$ cat src/design/taa_pkg.sv
// package for the tilt angle core: parameter defaults, cordic angle table
// and the quadrant flag type; used by the core and its checker
package taa_pkg;

  localparam int SAMPLE_BITS_DEF         = 16;
  localparam int CORDIC_STAGES_DEF       = 16;
  localparam int ANGLE_FRACTION_BITS_DEF = 6;

  // angle table in degrees with TABLE_FRAC fraction bits
  localparam int TABLE_FRAC = 24;
  localparam int TABLE_LEN  = 24;
  localparam int ZW         = 33;

  localparam logic [31:0] ATAN_DEG_TAB [TABLE_LEN] = '{
    32'd754974720, 32'd445687602, 32'd235489088, 32'd119537938,
    32'd60000934,  32'd30029717,  32'd15018523,  32'd7509720,
    32'd3754917,   32'd1877466,   32'd938734,    32'd469367,
    32'd234684,    32'd117342,    32'd58671,     32'd29335,
    32'd14668,     32'd7334,      32'd3667,      32'd1833,
    32'd917,       32'd458,       32'd229,       32'd115
  };

  localparam logic [31:0] Z_MAX = 32'd1509949440;

  typedef struct packed {
    logic x_neg;
    logic y_neg;
    logic x_zero;
    logic y_zero;
  } quad_t;

endpackage

$ cat src/design/tilt_angle_from_accel_core.sv
// tilt angle core: pipelined cordic atan2 in degrees with board tilt
// depends on taa_pkg
//
// usage:
//   slave stream takes one accelerometer pair per word, master stream
//   gives vector angle and tilt in 2^-ANGLE_FRACTION_BITS degree units
//   (1/64 degree by default)
//   one word in per cycle while the pipeline is not stalled; on its way to
//   master tvalid a word passes the input register, which loads at the accept
//   edge, then one register per cordic iteration, a clamp and round stage
//   and the output register
//   the chain of cordic iteration registers sets the latency
//   each stage holds while the stage after it is full and stalled, so
//   empty stages keep filling while the receiver stalls; s_axis_tready
//   drops only once every stage holds a word
//   reset clears all valid bits; no word is lost or repeated on a stall
//   x<0,y=0 gives 180 degrees, the origin gives 0 degrees
module tilt_angle_from_accel_core #(
  parameter int SAMPLE_BITS         = taa_pkg::SAMPLE_BITS_DEF,
  parameter int CORDIC_STAGES       = taa_pkg::CORDIC_STAGES_DEF,
  parameter int ANGLE_FRACTION_BITS = taa_pkg::ANGLE_FRACTION_BITS_DEF,
  localparam int AW    = ANGLE_FRACTION_BITS + 9,
  localparam int IN_W  = ((2 * SAMPLE_BITS + 7) / 8) * 8,
  localparam int OUT_W = ((2 * AW + 7) / 8) * 8
) (
  input  logic             clk_i,
  input  logic             rst_ni,
  input  logic             s_axis_tvalid,
  output logic             s_axis_tready,
  // accel_x, accel_y
  input  logic [IN_W-1:0]  s_axis_tdata,
  output logic             m_axis_tvalid,
  input  logic             m_axis_tready,
  // vector_angle, tilt_angle
  output logic [OUT_W-1:0] m_axis_tdata
);

  localparam int N     = CORDIC_STAGES;
  localparam int SB    = SAMPLE_BITS;
  localparam int W     = SB + N + 2;
  localparam int ZW    = taa_pkg::ZW;
  localparam int SH    = taa_pkg::TABLE_FRAC - ANGLE_FRACTION_BITS;
  localparam int TW    = AW + 2;
  localparam int LAST  = N + 1;

  localparam logic [AW-1:0] FULL = AW'(360 << ANGLE_FRACTION_BITS);
  localparam logic [AW-1:0] HALF = AW'(180 << ANGLE_FRACTION_BITS);
  localparam logic [AW-1:0] Q3   = AW'(270 << ANGLE_FRACTION_BITS);
  localparam logic signed [TW-1:0] Q1_S   = TW'(90 << ANGLE_FRACTION_BITS);
  localparam logic signed [TW-1:0] T_BASE = TW'(450 << ANGLE_FRACTION_BITS);
  localparam logic [ZW-1:0] RND = ZW'(1) << (SH - 1);

  logic [LAST+1:0] en;
  logic [LAST:0]   v_q;

  logic signed [W-1:0]  cx_q [N+1];
  logic signed [W-1:0]  cy_q [N+1];
  logic signed [ZW-1:0] z_q  [N+1];
  taa_pkg::quad_t       fl_q [LAST+1];

  logic [AW-1:0] a_q;
  logic          out_valid_q;
  logic [AW-1:0] vec_q, vec_d;
  logic [AW-1:0] tilt_q, tilt_d;

  always_comb begin
    en[LAST+1] = !out_valid_q || m_axis_tready;
    for (int k = LAST; k >= 0; k--) begin
      en[k] = !v_q[k] || en[k+1];
    end
  end

  assign s_axis_tready = en[0];

  // input stage
  logic signed [SB-1:0] x_s, y_s;
  logic [SB-1:0]        ax, ay;
  assign x_s = $signed(s_axis_tdata[SB-1:0]);
  assign y_s = $signed(s_axis_tdata[2*SB-1:SB]);
  assign ax  = x_s[SB-1] ? (~x_s + SB'(1)) : x_s;
  assign ay  = y_s[SB-1] ? (~y_s + SB'(1)) : y_s;

  always_ff @(posedge clk_i or negedge rst_ni) begin
    if (!rst_ni) begin
      v_q[0] <= 1'b0;
    end else if (en[0]) begin
      v_q[0] <= s_axis_tvalid;
    end
  end

  always_ff @(posedge clk_i) begin
    if (en[0]) begin
      cx_q[0]        <= $signed({2'b00, ax, {N{1'b0}}});
      cy_q[0]        <= $signed({2'b00, ay, {N{1'b0}}});
      z_q[0]         <= '0;
      fl_q[0].x_neg  <= x_s[SB-1];
      fl_q[0].y_neg  <= y_s[SB-1];
      fl_q[0].x_zero <= (x_s == '0);
      fl_q[0].y_zero <= (y_s == '0);
    end
  end

  // cordic iterations, one register stage each
  for (genvar i = 0; i < N; i++) begin : g_iter
    localparam logic signed [ZW-1:0] ANG = $signed({1'b0, taa_pkg::ATAN_DEG_TAB[i]});
    logic signed [W-1:0] dx, dy;
    assign dx = cy_q[i] >>> i;
    assign dy = cx_q[i] >>> i;

    always_ff @(posedge clk_i or negedge rst_ni) begin
      if (!rst_ni) begin
        v_q[i+1] <= 1'b0;
      end else if (en[i+1]) begin
        v_q[i+1] <= v_q[i];
      end
    end

    always_ff @(posedge clk_i) begin
      if (en[i+1]) begin
        fl_q[i+1] <= fl_q[i];
        if (!cy_q[i][W-1]) begin
          cx_q[i+1] <= cx_q[i] + dx;
          cy_q[i+1] <= cy_q[i] - dy;
          z_q[i+1]  <= z_q[i] + ANG;
        end else begin
          cx_q[i+1] <= cx_q[i] - dx;
          cy_q[i+1] <= cy_q[i] + dy;
          z_q[i+1]  <= z_q[i] - ANG;
        end
      end
    end
  end

  // clamp and round stage
  logic [31:0]   zc;
  logic [ZW-1:0] zr;
  always_comb begin
    if (z_q[N][ZW-1]) begin
      zc = '0;
    end else if (z_q[N][31:0] > taa_pkg::Z_MAX) begin
      zc = taa_pkg::Z_MAX;
    end else begin
      zc = z_q[N][31:0];
    end
    zr = {1'b0, zc} + RND;
  end

  always_ff @(posedge clk_i or negedge rst_ni) begin
    if (!rst_ni) begin
      v_q[LAST] <= 1'b0;
    end else if (en[LAST]) begin
      v_q[LAST] <= v_q[N];
    end
  end

  always_ff @(posedge clk_i) begin
    if (en[LAST]) begin
      a_q        <= zr[ZW-1:SH];
      fl_q[LAST] <= fl_q[N];
    end
  end

  // quadrant mapping and tilt
  // tilt is 450 - angle above three quarters of a turn, else 90 - angle
  logic [AW-1:0]        v_raw;
  logic signed [TW-1:0] t_s;
  always_comb begin
    if (fl_q[LAST].y_zero) begin
      v_raw = (fl_q[LAST].x_neg && !fl_q[LAST].x_zero) ? HALF : '0;
    end else if (!fl_q[LAST].x_neg && !fl_q[LAST].y_neg) begin
      v_raw = a_q;
    end else if (fl_q[LAST].x_neg && !fl_q[LAST].y_neg) begin
      v_raw = HALF - a_q;
    end else if (fl_q[LAST].x_neg) begin
      v_raw = HALF + a_q;
    end else begin
      v_raw = FULL - a_q;
    end
    vec_d = (v_raw >= FULL) ? (v_raw - FULL) : v_raw;
    t_s = ((vec_d > Q3) ? T_BASE : Q1_S) - $signed({2'b00, vec_d});
    tilt_d = t_s[AW-1:0];
  end

  always_ff @(posedge clk_i or negedge rst_ni) begin
    if (!rst_ni) begin
      out_valid_q <= 1'b0;
    end else if (en[LAST+1]) begin
      out_valid_q <= v_q[LAST];
    end
  end

  always_ff @(posedge clk_i) begin
    if (en[LAST+1]) begin
      vec_q  <= vec_d;
      tilt_q <= tilt_d;
    end
  end

  assign m_axis_tvalid = out_valid_q;
  assign m_axis_tdata  = OUT_W'({tilt_q, vec_q});

endmodule

$ cat config.mk
export PLATFORM = sky130hd
export DESIGN_NAME = tilt_angle_from_accel_core
export DESIGN_NICKNAME = d
export VERILOG_FILES = /design/src/design/taa_pkg.sv /design/src/design/tilt_angle_from_accel_core.sv
export SDC_FILE = /design/constraint.sdc
export NUM_CORES = 2
export LEC_CHECK = 0
export ABC_AREA = 1
export BUFFER_PORTS_ARGS = -buffer_cell sky130_fd_sc_hd__buf_2
export CELL_PAD_IN_SITES_DETAIL_PLACEMENT = 0
export CELL_PAD_IN_SITES_GLOBAL_PLACEMENT = 2
export CORE_MARGIN = 2
export CORE_UTILIZATION = 40
export CTS_CLUSTER_DIAMETER = 200
export DETAILED_ROUTE_END_ITERATION = 8
export GPL_ROUTABILITY_DRIVEN = 0
export GPL_TIMING_DRIVEN = 0
export PLACE_DENSITY = 0.79
export SYNTH_ARGS = -nofsm -noshare
export SYNTH_HDL_FRONTEND = slang
export SYNTH_SLANG_ARGS = --single-unit
$ cat constraint.sdc
create_clock -name clk_i -period 9.7 [get_ports clk_i]
set_input_delay 1.455 -clock clk_i [delete_from_list [all_inputs] [get_ports clk_i]]
set_output_delay 1.455 -clock clk_i [all_outputs]
set_load 0.02 [all_outputs]
# After elaboration in Yosys (flattened, before gate mapping)
# Memories as Yosys holds them, arrays and structs flattened.
# Index checks and enable logic that the tools add are counted.
totals:
  mem_bits_rw: 1789
  register_bits: 64
  in_bits: 36
  wordCells: 419
  mem_count: 4
  output_inout_bits: 34
memory_table:
  columns: ["name", "words", "width", "read_ports", "rd_ports_with_merged_regs", "write_ports", "line_no", "text"]
  rows:
  - ["cx_q", 17, 34, 16, 0, 17, "tilt_angle_from_accel_core.sv:56", "logic signed [W-1:0] cx_q [N+1];"]
  - ["cy_q", 17, 34, 16, 0, 17, "tilt_angle_from_accel_core.sv:57", "logic signed [W-1:0] cy_q [N+1];"]
  - ["z_q", 17, 33, 17, 0, 17, "tilt_angle_from_accel_core.sv:58", "logic signed [ZW-1:0] z_q [N+1];"]
  - ["fl_q", 18, 4, 18, 0, 18, "tilt_angle_from_accel_core.sv:59", "taa_pkg::quad_t fl_q [LAST+1];"]
classes:
  order_cmp: 3
  n_bitwise: 50
  mux: 191
  add_sub_neg: 103
  reduce_logical: 46
op_table:
  columns: ["operator", "count"]
  rows:
  - ["34-bit two-way mux", 32]
  - ["33-bit two-way mux", 16]
  - ["1-bit two-way mux", 132]
  - ["15-bit two-way mux", 6]
  - ["34-bit by 19-bit adder with 34-bit output", 2]
  - ["34-bit by 20-bit adder with 34-bit output", 2]
  - ["34-bit by 21-bit adder with 34-bit output", 2]
  - ["34-bit by 22-bit adder with 34-bit output", 2]
  - ["34-bit by 23-bit adder with 34-bit output", 2]
  - ["34-bit by 24-bit adder with 34-bit output", 2]
  - ["34-bit by 25-bit adder with 34-bit output", 2]
  - ["34-bit by 26-bit adder with 34-bit output", 2]
  - ["34-bit by 27-bit adder with 34-bit output", 2]
  - ["34-bit by 28-bit adder with 34-bit output", 2]
  - ["34-bit by 29-bit adder with 34-bit output", 2]
  - ["34-bit by 30-bit adder with 34-bit output", 2]
  - ["34-bit by 31-bit adder with 34-bit output", 2]
  - ["34-bit by 32-bit adder with 34-bit output", 2]
  - ["34-bit by 33-bit adder with 34-bit output", 2]
  - ["34-bit by 19-bit subtractor with 34-bit output", 2]
  - ["34-bit by 20-bit subtractor with 34-bit output", 2]
  - ["34-bit by 21-bit subtractor with 34-bit output", 2]
  - ["34-bit by 22-bit subtractor with 34-bit output", 2]
  - ["34-bit by 23-bit subtractor with 34-bit output", 2]
  - ["63 further kinds", 167]

# Longest topological paths before layout
logic_depth:
  word_depth: 22
  depth_mapped: 33
  mapped_depth_nobuf: 33

# Worst setup path before layout
# Ideal clock, no wire load.
synth_path:
  path_kind: "in2reg"
  start: "input m_axis_tready"
  end: "memory cx_q[9][0] in the netlist's numbering (enable)"
  required_ns: 8.313
  path_buffers: 0
  arrival_ns: 5.263
  setup_slack_ns: 3.050
  setup_time_ns: 1.387
  cell_stages: 6
  path_cell_list: "inv_1 -> nand3_2 -> nor2_4 -> nand4_4 -> nor2_4 -> nand4_1"
synth_lines:
  columns: ["item", "line_no", "text"]
  rows:
  - ["from (decl)", "tilt_angle_from_accel_core.sv:33", "input logic m_axis_tready,"]
  - ["to (decl)", "tilt_angle_from_accel_core.sv:56", null]

==> impl_results.md <==
* Die height at ~550 um
* Die width at 549 um
* Max-cap violations at 0
* Residual DRC count at 0
* Reg2Reg Depth at 27
* Startpoint Class: input pin
* Min-Delay Path Class: flip-flop to flip-flop
* Standard-cell row count at 200
* CP Capture Type: flip-flop
* Fmax at 118 MHz
* Post-synth top flop: edfxtp_1
* Worst Skew at 63.3 ps
* I/O pin count at 70
* Ys async rst share at 0.0134
* Distinct cells, synth at 68
* Post-synth top area share at 0.354
* Share of cells above drive strength 1 at 0.0343
* Final WL at approximately 360,000 um
* R2R Path Start: m_axis_tvalid
* Worst setup path class: input pin to flip-flop
* Starting Density at 0.401
* Hpwl dp at a little under 300,000 um
* Fin. max-slew vios at 0
* Final Hold Fails at 0
* Drt via density at about 5.3
* Post-route setup TNS at 0 ps
* Detail Route Antenna Nets at 0
* Yosys Warn Count at 0
* Pin count of the biggest net entering global routing at 78
* Setup slack, reg-to-reg at roughly 1500 ps
* Delay-heaviest family, CP: simple AND/OR/NAND/NOR gates
* Final nets at 15,800
* EDFF count, synth at 1,402
* Crit. Startpoint: m_axis_tready
* Arrival time at the worst endpoint at around 9100 ps
* Die area at 0.302 mm^2
* Core Region at slightly below 0.3 mm^2
* CTS root buffer: clkbuf_16
* Post-synthesis sequential area ratio at 0.358
* Worst path depth at 29
* WL/cell at about 19 um
* Min-delay src: fl_q[0][3]
* Multi-input gate area at 0.0687 mm^2
* Slowest stage delay, CP at a little under 700 ps
* Slew margin rel. at 0.0662
* RSZ-0062 raised after global routing: false
* Clock sinks at ~1,400
* Area growth, synth to finish at 9.95%
* Yosys top cell by area: edfxtp_1
* CP max stage cell: o21ai_0
* DP Area at approximately 0.12 mm^2
* Port Buffers at 67
* GRT Resource Usage Total at 0.231
* Avg Inst Size Synth at 8.36 um^2
* Max Root-Sink Buffers at 4
* TritonRoute pass-1 iters at 6
* Required time worst endpoint at between 10,000 and 15,000 ps
* Cts repair resizes at 0
* Slew of the pin with the lowest slew margin at 1400 ps
* Fill count at 29,600
* Clock transition at path regs at around 60 ps
* Fin crit period at roughly 8500 ps
* H-tree depth at 4
* Clk Latency, worst-skew pair at 890 ps
* Post-CTS Hold Buffers at 0
* Initial antenna violation count at 7
* R2r endpoint: cy_q[6][28]
* First-pass GRT wire length at between 500,000 and 600,000 um
* Storage cell area at roughly 0.043 mm^2
* Status: finished clean
* CP max FO at 27
* Number of global-route vias before repair at between 90,000 and 100k
* Post-CTS setup buffer count at 0
* Post-Syn Area at around 0.12 mm^2
* Critical path buffers and inverters at 5
* Yosys reg bits at around 1,400
* Detailed-route via count at 98,100
* Top cells by area, synth: edfxtp_1, ha_1, xor2_1
* Syn Inst Count at 14,200
* Setup crit end: cy_q[6][28]
* CTS tree: done
* DR iter-0 viols at ~7,000
* CTS buffer count at ~180
* Setup-failing EPs final at 0
* Final non-filler cell area at about 0.13 mm^2
* Final period utilization at 0.877
* Gr ovfl total at 0
## cell families after synthesis
logic type | count (synthesis) | share of synthesized area
buffers and inverters | 2045 | 0.0650
DFF | 1421 | 0.358
adders and majority gates | 1289 | 0.138
AOI/OAI and AO/OA | 3017 | 0.144
and+or+nand+nor | 4711 | 0.167
xor gates and xnor gates | 1748 | 0.129
other | 1 | 0.0000315
## state kept, by name, indices dropped and copies added (netlist names)
| signal | cells |
|---|---|
| cx_q | 415 |
| fl_q | 72 |
| v_q | 18 |
| vec_q | 15 |
| a_q | 15 |
| cy_q | 427 |
| tilt_q | 14 |
| z_q | 444 |
| m_axis_tvalid | 1 |
## worst min-delay path by stage
stage               cells past startpoint           to  slack, ps
floorplan                               0  fl_q[10][0]        400
global placement                        0  fl_q[16][1]        400
detailed placement                      0  fl_q[15][2]        410
CTS                                     0   fl_q[1][3]        420
global route                            0   fl_q[9][2]        420
finish                                  0   fl_q[1][3]        420
## metrics by stage
step                       util  setup slack [ps]  instances  hold slack [ps]
after detailed placement  0.421               297      18300              405
final                     0.441              1200      18600              416
after global placement    0.419              -114      18200              402
after CTS                 0.441              1230      18600              415
after global routing      0.441               621      18600              422
after floorplan               -              3050      14200              400
## cells in the mapped netlist, drive strengths merged, types with 56 or more instances
library cell,number
a21boi,126
a21o,56
a21oi,1412
a221oi,57
a31oi,152
clkbuf,62
edfxtp,1402
ha,1254
inv,1949
nand2,2290
nand3,435
nand4,170
nor2,1338
nor3,306
nor4,90
o21a,92
o21ai,823
o31ai,111
xnor2,564
xor2,1183
## placed cells by master, fill, tap and decap left out, types with 35 or more instances in the layout
master and instances:
nor4_1 90, ha_1 1254, nand3_1 425, clkbuf_1 67
nand4_1 166, a31oi_1 152, xnor2_1 564, o221ai_1 41
o21bai_1 49, buf_2 81, edfxtp_1 1402, nand2_1 2276
a21oi_1 1411, a21boi_0 126, a221oi_1 57, nor2_1 1326
o31ai_1 111, a21o_1 56, fa_1 35, nor3_1 303
inv_1 1942, clkbuf_16 180, o21ai_0 812, o21a_1 92
xor2_1 1183
## metal layers
metal,vias to the layer above,global-route usage,routed length [um]
met5,-,0,0
met4,0,0.0739,12200
met3,486,0.0270,15800
met2,2125,0.387,165000
met1,46100,0.310,164000
li1,49500,-,-
## final cells by class
cell class,count,area share
Sequential cell,1421,0.326
Clock buffer,200,0.0351
Inverter,1959,0.0563
Tap cell,3939,0.0377
Multi-Input combinational cell,10800,0.525
Clock inverter,117,0.00916
Buffer,86,0.00300
Antenna cell,3,0.0000574
Timing Repair Buffer,101,0.00767
Power is not shown: default switching activity piles up to over one toggle a cycle in this logic, so the estimate is an artifact.
